`src/rtl/assert_macros.svh`:
```
// Assertion macros shared by the mixer RTL.
// Expect signals clk and rst_n in the scope that uses them.
`ifndef ASSERT_MACROS_SVH
`define ASSERT_MACROS_SVH
`ifndef SYNTHESIS
`define ASSERT_IMPLY(label, ante, cons) \
    label: assert property (@(posedge clk) disable iff (!rst_n) (ante) |-> (cons)) \
        else $error("assertion failed");
`define ASSERT_NEXT(label, ante, cons) \
    label: assert property (@(posedge clk) disable iff (!rst_n) (ante) |=> (cons)) \
        else $error("assertion failed");
`else
`define ASSERT_IMPLY(label, ante, cons)
`define ASSERT_NEXT(label, ante, cons)
`endif
`endif

```
`src/rtl/ddm_pkg.sv`:
```
// Shared constants, register indexes and pipeline word types of the mixer.
// No dependencies.
package ddm_pkg;

    localparam int FRAC_BITS = 14;
    localparam int ONE       = 1 << FRAC_BITS;
    localparam int HALF      = 1 << (FRAC_BITS - 1);
    localparam int CMD_W     = 16;                      // command and wheel width
    localparam int LIM_W     = 15;                      // speed limit register width
    localparam int PROD_W    = 2 * FRAC_BITS + 2;       // command * limit
    localparam int MAG_W     = FRAC_BITS + 2;           // wheel magnitude before rescale
    localparam int Q_W       = FRAC_BITS + 1;           // rescaled magnitude
    localparam int NUM_W     = MAG_W + FRAC_BITS + 1;   // divider dividend
    localparam int DIV_STAGES = Q_W + 1;                // prep plus one stage per bit
    localparam int IDX_W     = 2;

    typedef enum logic [IDX_W-1:0] {
        REG_MAX_SPEED       = 2'd0,
        REG_BACKWARD_FACTOR = 2'd1,
        REG_ADVANCE_INVERT  = 2'd2,
        REG_TURN_INVERT     = 2'd3
    } cfg_index_t;

    typedef struct packed {
        logic [LIM_W-1:0] max_speed;
        logic [LIM_W-1:0] backward_factor;
        logic             advance_invert;
        logic             turn_invert;
    } cfg_t;

    // mixed wheels, split into magnitude and sign
    typedef struct packed {
        logic [MAG_W-1:0] lmag;
        logic             lneg;
        logic [MAG_W-1:0] rmag;
        logic             rneg;
        logic [MAG_W-1:0] peak;
        logic             norm;
    } front_t;

    // one divider lane
    typedef struct packed {
        logic [MAG_W-1:0] mag;
        logic             neg;
        logic [MAG_W-1:0] rem;
        logic [Q_W-1:0]   nlo;
        logic [Q_W-1:0]   quo;
    } lane_t;

    typedef struct packed {
        lane_t            l;
        lane_t            r;
        logic [MAG_W-1:0] peak;
        logic             norm;
    } div_stage_t;

endpackage

```
`src/rtl/ddm_front.sv`:
```
// Four-stage front end: invert and clamp, scale by limit, mix, peak detect.
// Depends on ddm_pkg and assert_macros.svh.
`include "assert_macros.svh"
module ddm_front (
    input  logic                               clk,
    input  logic                               rst_n,
    input  ddm_pkg::cfg_t                      cfg,
    input  logic                               in_valid,
    input  logic signed [ddm_pkg::CMD_W-1:0]   advance_cmd,
    input  logic signed [ddm_pkg::CMD_W-1:0]   turn_cmd,
    output logic                               up_ready,
    output logic                               out_valid,
    output ddm_pkg::front_t                    out_word,
    input  logic                               dn_ready
);

    localparam int CW = ddm_pkg::CMD_W;
    localparam int PW = ddm_pkg::PROD_W;
    localparam int MW = ddm_pkg::MAG_W;
    localparam int LW = ddm_pkg::LIM_W;
    localparam logic signed [CW:0]   ONE_X = (CW+1)'(ddm_pkg::ONE);
    localparam logic signed [CW:0]   NONE_X = -ONE_X;
    localparam logic [LW-1:0]        ONE_L = LW'(ddm_pkg::ONE);
    localparam logic [MW-1:0]        ONE_M = MW'(ddm_pkg::ONE);
    localparam logic signed [PW-1:0] HALF_P = PW'(ddm_pkg::HALF);

    function automatic logic signed [CW-1:0] clamp_one(input logic signed [CW:0] x);
        logic signed [CW-1:0] y;
        begin
            if (x > ONE_X)
                y = ONE_X[CW-1:0];
            else if (x < NONE_X)
                y = NONE_X[CW-1:0];
            else
                y = x[CW-1:0];
            return y;
        end
    endfunction

    function automatic logic [MW-1:0] abs_mag(input logic signed [CW:0] x);
        logic signed [CW:0] a;
        begin
            a = x[CW] ? -x : x;
            return a[MW-1:0];
        end
    endfunction

    logic [3:0] v_reg;
    logic [4:0] en;

    // per-stage hold chain
    assign en[4] = dn_ready;
    assign en[3] = !v_reg[3] || en[4];
    assign en[2] = !v_reg[2] || en[3];
    assign en[1] = !v_reg[1] || en[2];
    assign en[0] = !v_reg[0] || en[1];
    assign up_ready = en[0];

    always_ff @(posedge clk or negedge rst_n)
    begin
        if (!rst_n)
        begin
            v_reg <= '0;
        end
        else
        begin
            if (en[0]) v_reg[0] <= in_valid;
            if (en[1]) v_reg[1] <= v_reg[0];
            if (en[2]) v_reg[2] <= v_reg[1];
            if (en[3]) v_reg[3] <= v_reg[2];
        end
    end

    // stage 1: invert, clamp, pick limit
    logic signed [CW:0]   adv_x, trn_x;
    logic signed [CW-1:0] adv_next, trn_next;
    logic [LW-1:0]        lim_sel, lim_next;
    logic                 backward;
    logic signed [CW-1:0] adv_reg, trn_reg;
    logic [LW-1:0]        lim_reg;

    always_comb
    begin
        adv_x = {advance_cmd[CW-1], advance_cmd};
        trn_x = {turn_cmd[CW-1], turn_cmd};
        if (cfg.advance_invert) adv_x = -adv_x;
        if (cfg.turn_invert)    trn_x = -trn_x;
        adv_next = clamp_one(adv_x);
        trn_next = clamp_one(trn_x);
        if (cfg.advance_invert)
            backward = !adv_next[CW-1];
        else
            backward = adv_next[CW-1] || (adv_next == '0);
        lim_sel  = backward ? cfg.backward_factor : cfg.max_speed;
        lim_next = (lim_sel > ONE_L) ? ONE_L : lim_sel;
    end

    always_ff @(posedge clk)
    begin
        if (en[0])
        begin
            adv_reg <= adv_next;
            trn_reg <= trn_next;
            lim_reg <= lim_next;
        end
    end

    // stage 2: scale both commands
    logic signed [2*CW-1:0] pa_full, pt_full;
    logic signed [PW-1:0]   pa_reg, pt_reg;

    always_comb
    begin
        pa_full = adv_reg * $signed({1'b0, lim_reg});
        pt_full = trn_reg * $signed({1'b0, lim_reg});
    end

    always_ff @(posedge clk)
    begin
        if (en[1])
        begin
            pa_reg <= pa_full[PW-1:0];
            pt_reg <= pt_full[PW-1:0];
        end
    end

    // stage 3: round to nearest (ties up), then mix
    logic signed [PW-1:0] pa_rnd, pt_rnd;
    logic signed [CW-1:0] base, turn;
    logic signed [CW:0]   left_next, right_next;
    logic signed [CW:0]   left_reg, right_reg;

    always_comb
    begin
        pa_rnd = (pa_reg + HALF_P) >>> ddm_pkg::FRAC_BITS;
        pt_rnd = (pt_reg + HALF_P) >>> ddm_pkg::FRAC_BITS;
        base   = pa_rnd[CW-1:0];
        turn   = pt_rnd[CW-1:0];
        left_next  = {base[CW-1], base} - {turn[CW-1], turn};
        right_next = {base[CW-1], base} + {turn[CW-1], turn};
    end

    always_ff @(posedge clk)
    begin
        if (en[2])
        begin
            left_reg  <= left_next;
            right_reg <= right_next;
        end
    end

    // stage 4: magnitudes and peak
    ddm_pkg::front_t out_next;
    ddm_pkg::front_t out_reg;

    always_comb
    begin
        out_next.lmag = abs_mag(left_reg);
        out_next.lneg = left_reg[CW];
        out_next.rmag = abs_mag(right_reg);
        out_next.rneg = right_reg[CW];
        out_next.peak = (out_next.rmag > out_next.lmag) ? out_next.rmag : out_next.lmag;
        out_next.norm = out_next.peak > ONE_M;
    end

    always_ff @(posedge clk)
    begin
        if (en[3])
            out_reg <= out_next;
    end

    assign out_valid = v_reg[3];
    assign out_word  = out_reg;

    `ASSERT_NEXT(a_front_hold, v_reg[3] && !dn_ready, v_reg[3] && $stable(out_reg))
    `ASSERT_IMPLY(a_front_full, !up_ready, v_reg == 4'b1111)
    `ASSERT_IMPLY(a_front_norm, v_reg[3] && out_reg.norm, out_reg.peak != '0)

endmodule

```
`src/rtl/ddm_divider.sv`:
```
// Pipelined restoring divider, two lanes, one quotient bit per stage.
// Computes round(mag * ONE / peak). Depends on ddm_pkg and assert_macros.svh.
`include "assert_macros.svh"
module ddm_divider (
    input  logic                    clk,
    input  logic                    rst_n,
    input  logic                    in_valid,
    input  ddm_pkg::front_t         in_word,
    output logic                    up_ready,
    output logic                    out_valid,
    output ddm_pkg::div_stage_t     out_word,
    input  logic                    dn_ready
);

    localparam int NST = ddm_pkg::DIV_STAGES;
    localparam int MW  = ddm_pkg::MAG_W;
    localparam int QW  = ddm_pkg::Q_W;
    localparam int NW  = ddm_pkg::NUM_W;

    // dividend = mag * ONE + peak / 2; the upper bits already sit below peak
    function automatic ddm_pkg::lane_t lane_prep(input logic [MW-1:0] mag, input logic neg,
                                                 input logic [MW-1:0] peak);
        logic [NW-1:0]  num;
        ddm_pkg::lane_t y;
        begin
            num   = {1'b0, mag, {ddm_pkg::FRAC_BITS{1'b0}}} + NW'(peak >> 1);
            y.mag = mag;
            y.neg = neg;
            y.rem = num[NW-1:QW];
            y.nlo = num[QW-1:0];
            y.quo = '0;
            return y;
        end
    endfunction

    function automatic ddm_pkg::lane_t lane_step(input ddm_pkg::lane_t x,
                                                 input logic [MW-1:0] d);
        logic [MW:0]    t;
        logic [MW:0]    diff;
        ddm_pkg::lane_t y;
        begin
            y    = x;
            t    = {x.rem, x.nlo[QW-1]};
            diff = t - {1'b0, d};
            if (t >= {1'b0, d})
            begin
                y.rem = diff[MW-1:0];
                y.quo = {x.quo[QW-2:0], 1'b1};
            end
            else
            begin
                y.rem = t[MW-1:0];
                y.quo = {x.quo[QW-2:0], 1'b0};
            end
            y.nlo = {x.nlo[QW-2:0], 1'b0};
            return y;
        end
    endfunction

    ddm_pkg::div_stage_t st_reg  [NST];
    ddm_pkg::div_stage_t st_next [NST];
    logic [NST-1:0]      v_reg;
    logic [NST:0]        en;

    assign en[NST]  = dn_ready;
    assign up_ready = en[0];

    // first stage: form the dividend
    always_comb
    begin
        st_next[0].l    = lane_prep(in_word.lmag, in_word.lneg, in_word.peak);
        st_next[0].r    = lane_prep(in_word.rmag, in_word.rneg, in_word.peak);
        st_next[0].peak = in_word.peak;
        st_next[0].norm = in_word.norm;
    end

    genvar k;
    generate
        for (k = 0; k < NST; k++)
        begin : g_stage
            assign en[k] = !v_reg[k] || en[k+1];

            if (k > 0)
            begin : g_step
                // one quotient bit per lane
                always_comb
                begin
                    st_next[k].l    = lane_step(st_reg[k-1].l, st_reg[k-1].peak);
                    st_next[k].r    = lane_step(st_reg[k-1].r, st_reg[k-1].peak);
                    st_next[k].peak = st_reg[k-1].peak;
                    st_next[k].norm = st_reg[k-1].norm;
                end

                always_ff @(posedge clk or negedge rst_n)
                begin
                    if (!rst_n)
                        v_reg[k] <= 1'b0;
                    else if (en[k])
                        v_reg[k] <= v_reg[k-1];
                end
            end
            else
            begin : g_first
                always_ff @(posedge clk or negedge rst_n)
                begin
                    if (!rst_n)
                        v_reg[k] <= 1'b0;
                    else if (en[k])
                        v_reg[k] <= in_valid;
                end
            end

            always_ff @(posedge clk)
            begin
                if (en[k])
                    st_reg[k] <= st_next[k];
            end
        end
    endgenerate

    assign out_valid = v_reg[NST-1];
    assign out_word  = st_reg[NST-1];

    `ASSERT_IMPLY(a_div_full, !up_ready, &v_reg)
    `ASSERT_NEXT(a_div_hold, out_valid && !dn_ready, out_valid && $stable(out_word))
    `ASSERT_IMPLY(a_div_quo, out_valid && out_word.norm,
                  out_word.l.quo <= QW'(ddm_pkg::ONE) && out_word.r.quo <= QW'(ddm_pkg::ONE))

endmodule

```
`src/rtl/differential_drive_mixer.sv`:
```
// Differential drive mixer, top level: configuration registers, front end,
// rescaling divider and output register. Depends on ddm_pkg, ddm_front, ddm_divider.
//
// Arcade mixing of an advance and a turn command (Q2.14) into left and right
// wheel drive. One word is accepted per clock and one result word leaves per
// clock while m_tready is high. The path holds 4 front-end stages, 16 divider
// stages (dividend set-up plus one quotient bit per stage of the 15-bit
// restoring divider that rescales the wheels by their peak) and the output
// register. Stalls at the output collapse bubbles stage by stage, so input is
// still taken while a finished word waits. The user must write configuration
// via cfg_we/cfg_index/cfg_data with no word in flight, unchecked by the block.
`include "assert_macros.svh"
module differential_drive_mixer (
    input  logic        clk,
    input  logic        rst_n,
    // configuration write port
    input  logic        cfg_we,
    input  logic [1:0]  cfg_index,
    input  logic [14:0] cfg_data,
    // input stream
    input  logic        s_tvalid,
    output logic        s_tready,
    input  logic [31:0] s_tdata,    // [15:0] advance_cmd, [31:16] turn_cmd
    // output stream
    output logic        m_tvalid,
    input  logic        m_tready,
    output logic [31:0] m_tdata,    // [15:0] left_wheel, [31:16] right_wheel
    output logic        m_tuser     // [0] normalized
);

    localparam int CW = ddm_pkg::CMD_W;
    localparam int MW = ddm_pkg::MAG_W;
    localparam logic signed [CW-1:0] ONE_W  = CW'(ddm_pkg::ONE);
    localparam logic signed [CW-1:0] NONE_W = -ONE_W;

    // configuration registers
    ddm_pkg::cfg_t cfg_reg;

    always_ff @(posedge clk or negedge rst_n)
    begin
        if (!rst_n)
        begin
            cfg_reg.max_speed       <= ddm_pkg::LIM_W'(13107);
            cfg_reg.backward_factor <= ddm_pkg::LIM_W'(8192);
            cfg_reg.advance_invert  <= 1'b0;
            cfg_reg.turn_invert     <= 1'b0;
        end
        else if (cfg_we)
        begin
            case (ddm_pkg::cfg_index_t'(cfg_index))
                ddm_pkg::REG_MAX_SPEED:       cfg_reg.max_speed       <= cfg_data;
                ddm_pkg::REG_BACKWARD_FACTOR: cfg_reg.backward_factor <= cfg_data;
                ddm_pkg::REG_ADVANCE_INVERT:  cfg_reg.advance_invert  <= cfg_data[0];
                ddm_pkg::REG_TURN_INVERT:     cfg_reg.turn_invert     <= cfg_data[0];
                default: ;
            endcase
        end
    end

    // front end
    logic            fr_valid, fr_ready;
    ddm_pkg::front_t fr_word;

    ddm_front u_front (
        .clk         (clk),
        .rst_n       (rst_n),
        .cfg         (cfg_reg),
        .in_valid    (s_tvalid),
        .advance_cmd (s_tdata[15:0]),
        .turn_cmd    (s_tdata[31:16]),
        .up_ready    (s_tready),
        .out_valid   (fr_valid),
        .out_word    (fr_word),
        .dn_ready    (fr_ready)
    );

    // rescaling divider
    logic                dv_valid, dv_ready;
    ddm_pkg::div_stage_t dv_word;

    ddm_divider u_divider (
        .clk       (clk),
        .rst_n     (rst_n),
        .in_valid  (fr_valid),
        .in_word   (fr_word),
        .up_ready  (fr_ready),
        .out_valid (dv_valid),
        .out_word  (dv_word),
        .dn_ready  (dv_ready)
    );

    // output register: pick rescaled or original magnitude, restore sign
    logic                 ov_reg;
    logic signed [CW-1:0] left_reg, right_reg, left_next, right_next;
    logic                 norm_reg;
    logic [MW-1:0]        lmag, rmag;

    assign dv_ready = !ov_reg || m_tready;

    always_comb
    begin
        lmag = dv_word.norm ? MW'(dv_word.l.quo) : dv_word.l.mag;
        rmag = dv_word.norm ? MW'(dv_word.r.quo) : dv_word.r.mag;
        left_next  = dv_word.l.neg ? -$signed(lmag) : $signed(lmag);
        right_next = dv_word.r.neg ? -$signed(rmag) : $signed(rmag);
    end

    always_ff @(posedge clk or negedge rst_n)
    begin
        if (!rst_n)
            ov_reg <= 1'b0;
        else if (dv_ready)
            ov_reg <= dv_valid;
    end

    always_ff @(posedge clk)
    begin
        if (dv_ready)
        begin
            left_reg  <= left_next;
            right_reg <= right_next;
            norm_reg  <= dv_word.norm;
        end
    end

    assign m_tvalid = ov_reg;
    assign m_tdata  = {right_reg, left_reg};
    assign m_tuser  = norm_reg;

    `ASSERT_IMPLY(a_left_range, m_tvalid, left_reg <= ONE_W && left_reg >= NONE_W)
    `ASSERT_IMPLY(a_right_range, m_tvalid, right_reg <= ONE_W && right_reg >= NONE_W)
    `ASSERT_IMPLY(a_norm_peak, m_tvalid && m_tuser,
                  left_reg == ONE_W || left_reg == NONE_W || right_reg == ONE_W || right_reg == NONE_W)

endmodule
```
`config.mk`:
```
export PLATFORM = sky130hd
export DESIGN_NAME = differential_drive_mixer
export DESIGN_NICKNAME = d
export VERILOG_FILES = /design/src/rtl/ddm_pkg.sv /design/src/rtl/ddm_front.sv /design/src/rtl/ddm_divider.sv /design/src/rtl/differential_drive_mixer.sv
export VERILOG_INCLUDE_DIRS = /design/src /design/src/rtl
export SDC_FILE = /design/constraint.sdc
export NUM_CORES = 2
export LEC_CHECK = 0
export ABC_AREA = 1
export BUFFER_PORTS_ARGS = -buffer_cell sky130_fd_sc_hd__buf_2
export CAP_MARGIN = 20
export CORE_ASPECT_RATIO = 0.6
export CORE_MARGIN = 5
export CORE_UTILIZATION = 65
export CTS_CLUSTER_SIZE = 10
export DETAILED_ROUTE_END_ITERATION = 10
export PLACE_DENSITY = 0.8
export SYNTH_ARGS = -nofsm -noshare
export SYNTH_HDL_FRONTEND = slang
export SYNTH_HIERARCHICAL = 1
export SYNTH_SLANG_ARGS = --single-unit
```
`constraint.sdc`:
```
create_clock -name clk -period 20.3 [get_ports clk]
set_input_delay 3.045 -clock clk [delete_from_list [all_inputs] [get_ports clk]]
set_output_delay 3.045 -clock clk [all_outputs]
set_load 0.01 [all_outputs]
```
Yosys cells after proc, flatten, opt, wreduce, memory -nomap -nowiden

Memories as Yosys holds them, arrays and structs flattened.
Cells that the tools add are included.

Word-level logic and storage cells: 284
Output and inout bits: 35
Register bits: 278
Memories: 1
Bits in writable memories: 2,288
Input port bits: 54

Order comparisons: 37
Reductions and logical operators: 51
$add $sub $neg: 42
Muxes and demuxes: 106
Eq/ne operators: 3
Multiply operators: 2

Memories:

| name             | words | bits a word | read ports | clocked after memory_dff | wr ports | line              | RTL |
|---|---|---|---|---|---|---|---|
| u_divider.st_reg | 16    | 143         | 16         | 0                        | 16       | ddm_divider.sv:60 | `ddm_pkg::div_stage_t st_reg [NST];` |

Operator list:

| kind                   | count |
|---|---|
| $mux 16                | 40 |
| $ge 17x16->1           | 30 |
| $sub 16x16->16         | 30 |
| $neg 16->16            | 4 |
| $mux 1                 | 63 |
| $add 30x15->31         | 2 |
| $add 30x15->30 const B | 2 |
| $mul 16x16->30         | 2 |
| $gt 17x16->1 const B   | 2 |
| $lt 17x15->1 const B   | 2 |
| $mux 17                | 2 |
| $neg 16->17            | 2 |
| $logic_not 1->1        | 22 |
| $logic_or 1x1->1       | 22 |
| $add 16x16->17         | 1 |
| $sub 16x16->17         | 1 |
| $gt 16x15->1 const B   | 1 |
| $gt 16x16->1           | 1 |
| $logic_not 16->1       | 1 |
| $gt 15x15->1 const B   | 1 |
| $mux 15                | 1 |
| $reduce_and 2->1       | 4 |
| $eq 2x2->1 const B     | 2 |
| $eq 2x1->1 const B     | 1 |
| other kinds (2)        | 2 |

Longest topological paths before layout

Depth after elaboration: 22
Depth in mapped cells: 27
Depth with buffers taken out: 26

Modules after synthesis

The synthesis kept the hierarchy.

By module, submodules not included:

| module                   | seq. area each (um^2) | times used | cells an instance | area an instance (um^2) |
|---|---|---|---|---|
| ddm_divider              | 47,545.6              | 1          | 6,925             | 78,646.7 |
| ddm_front                | 4,994.8               | 1          | 3,271             | 27,655.3 |
| differential_drive_mixer | 1,828.0               | 1          | 514               | 3,877.5 |

Worst setup path before layout

Ideal clock, no wire load.

Kind: input port to output port
Start point: input port m_tready
End point: output port s_tready
Stages on the path: 16
Required time: 17,255 ps
Arrival: 15,182 ps
Path slack: 2,073 ps
Buffers on the path: 0
Cells stage by stage: inv_1 > nand2_1 > inv_1 > nand4_2 > nor3_2 > nand4_2 > nor2_4 > nand4_4 > nor2_2 > nand4_2 > nor2_1 > inv_1 > nor2_1 > inv_1 > nor2_1 > nand2_1

Word-level cells in the longest chain between the ends: 21

Ends and longest elaborated chain:

| item                          | line                           | RTL |
|---|---|---|
| from (decl)                   | differential_drive_mixer.sv:26 | `input logic m_tready,` |
| $logic_or 1x1->1              | differential_drive_mixer.sv:98 | `assign dv_ready = !ov_reg \|\| m_tready;` |
| net dv_ready                  | differential_drive_mixer.sv:78 | `logic dv_valid, dv_ready;` |
| $logic_or 1x1->1 (3 in a row) | ddm_divider.sv:81              | `assign en[k] = !v_reg[k] \|\| en[k+1];` |
| net u_divider.en[13]          | ddm_divider.sv:63              | `logic [NST:0] en;` |
| $logic_or 1x1->1 (5 in a row) | ddm_divider.sv:81              |  |
| net u_divider.en[8]           | ddm_divider.sv:63              |  |
| $logic_or 1x1->1 (4 in a row) | ddm_divider.sv:81              |  |
| net u_divider.en[4]           | ddm_divider.sv:63              |  |
| $logic_or 1x1->1 (4 in a row) | ddm_divider.sv:81              |  |
| net fr_ready                  | differential_drive_mixer.sv:61 | `logic fr_valid, fr_ready;` |
| $logic_or 1x1->1              | ddm_front.sv:53                | `assign en[3] = !v_reg[3] \|\| en[4];` |
| net u_front.en[3]             | ddm_front.sv:49                | `logic [4:0] en;` |
| $logic_or 1x1->1              | ddm_front.sv:54                | `assign en[2] = !v_reg[2] \|\| en[3];` |
| net u_front.en[2]             | ddm_front.sv:49                |  |
| $logic_or 1x1->1              | ddm_front.sv:55                | `assign en[1] = !v_reg[1] \|\| en[2];` |
| $logic_or 1x1->1              | ddm_front.sv:56                | `assign en[0] = !v_reg[0] \|\| en[1];` |
| to (decl)                     | differential_drive_mixer.sv:22 | `output logic s_tready,` |

The timed path passes the listed nets, and every way through them passes these cells.

Worst setup path in the final report

Ends and elaborated chain as after synthesis.

==> reports/summary.txt <==
Status = completed
Max FFs per register = 1522
Worst hold path type = reg -> reg
Most frequent cells in the layout = nand2_1 (2376), edfxtp_1 (1718), inv_1 (1489)
Most common cell after layout, fill and taps aside = nand2_1
CTS Sinks = 1771
Avg Cell Area, Syn = 10.32 um^2
CTS tree = built
Final clock skew = 0.06266 ns
Vias in the first global route = 73080
Tmin final = 12.97 ns
Fraction of layout cells with a size suffix above 1 = 6.313%
Post-CTS Setup Inserts = 0
Largest net degree at the start of global routing = 87
Cells after Synth = 10380
Total Neg Setup Slack = 0 ns
Clock Latency Late Sink = 0.85 ns
ANT nets after route = 0
Max clock buf depth = 4
Detailed Route WL = 272900 um
Max FO, Critical Path = 54
Clock slew at reported path FFs = 0.06 ns
Vias per cell = 5.926
Slew headroom = 24.72%
Fmax = 0.07709 GHz
Maxcap violations = 0
Port Buffer Count = 88
Total CTS buffers = 205
First-pass GRT wire length = 422800 um
Post-CTS Resized = 0
Routed wl met2 = 115800 um
Initial Utilization = 65.36%
Total track usage = 31.32%
Via Count = 75280
Met1 WL = 118200 um
HPWL after DPL = 204000 um
Top Layer Used = met5
First-pass iteration count of the detailed router = 9
Endpoints failing setup = 0
Chip height = 324.5 um
Post-synthesis cell area = 0.1071 mm^2
Die area = 0.1733 mm^2
DRC violations left = 0
Critical Path RT = 17.26 ns
Tcrit/Tclk final = 63.90%
Initial antenna violation count = 7
Root buffer cell = clkbuf_16
WS Path Type = in -> out
Pins over their slew limit = 0
Met3 WL post-DR = 31970 um
GP Congestion = 0.9805
Worst setup margin = 7.329 ns
Setup crit start kind = input port
Grt ovf = 0
RSZ-0062 raised after global routing = no
Arr. time, crit path = 9.93 ns
1st-iter DRT viols = 9675
Final hold vios = 0
Worst Max-Slew Pin Slew = 1.129 ns
I/O pin count = 89
Core ar. = 0.1639 mm^2
WL/cell = 21.48 um
Die W = 534.1 um
Placement Rows = 115
Hold Buf Count CTS = 0
Number of nets in the layout = 11700
CP Capture Type = output port
Synth Net Count = 11610
H-tree Lvls = 4
Layout area overhead = 7.102%
Post-Place Worst Slack = 7.225 ns
Ys Warns = 6
==> critical path: stages <==
cell,delay [ns]
buf_2,0.10
inv_1,0.06
nand2_1,0.05
buf_4,0.26
inv_1,0.26
nand4_4,0.10
buf_4,0.34
nor3_2,0.42
nand4_4,0.12
buf_4,0.36
nor2_4,0.34
nand4_4,0.79
nor2_2,0.75
nand4_4,0.57
nor2_1,0.32
inv_2,0.42
nor2_1,0.23
inv_1,0.07
buf_4,0.27
nor2_1,0.24
nand2_2,0.07
buf_4,0.30
buf_2,0.25
==> path summary, 6_finish.rpt <==
path / slack (ns) / start / to / depth (start not counted)
worst max-delay path: 7.33 / m_tready / s_tready / 23
worst min-delay path: 0.36 / u_divider/st_reg[0][130] / u_divider/st_reg[0][271] / 0
worst max register to register: 12.91 / m_tvalid / u_front/pt_reg[19] / 20
worst min register to register: 0.36 / u_divider/st_reg[0][130] / u_divider/st_reg[0][271] / 0
max in group asynchronous: 17.00 / rst_n / u_divider/v_reg[0] / 2
min in group asynchronous: 2.17 / rst_n / cfg_reg[2] / 1
==> layer usage <==
layer,track usage (%),vias up
li1,-,34640
met1,47.73,36070
met2,45.33,3975
met3,8.485,591
met4,7.051,4
met5,0,-
==> stage by stage <==
stage | hold WS [ns] | area (um^2) | cells | utilization [%]
detailed placement | 0.4045 | 109200 | 12420 | 66.60
global placement | 0.4005 | 109100 | 12420 | 66.59
CTS | 0.3654 | 114600 | 12690 | 69.94
finish | 0.3631 | 114700 | 12700 | 70.01
global route | 0.3808 | 114700 | 12700 | 70.00
floorplan | 0.4003 | 107100 | 10380 | -
==> area by class of cell <==
type | instances | area (um^2)
Inverter | 1509 | 5682
Clock inverter | 9 | 96.34
Timing Repair Buffer | 150 | 949.7
Antenna cell | 6 | 15.01
Sequential cell | 1771 | 52930
Multi-Input combinational cell | 6836 | 46970
Clock buffer | 258 | 5381
Tap cell | 2164 | 2708
Fill cell | 11610 | 49160
Power is left out: the tool's default activity adds up to more than one toggle a clock period on the data nets, which glitch-free logic cannot reach.
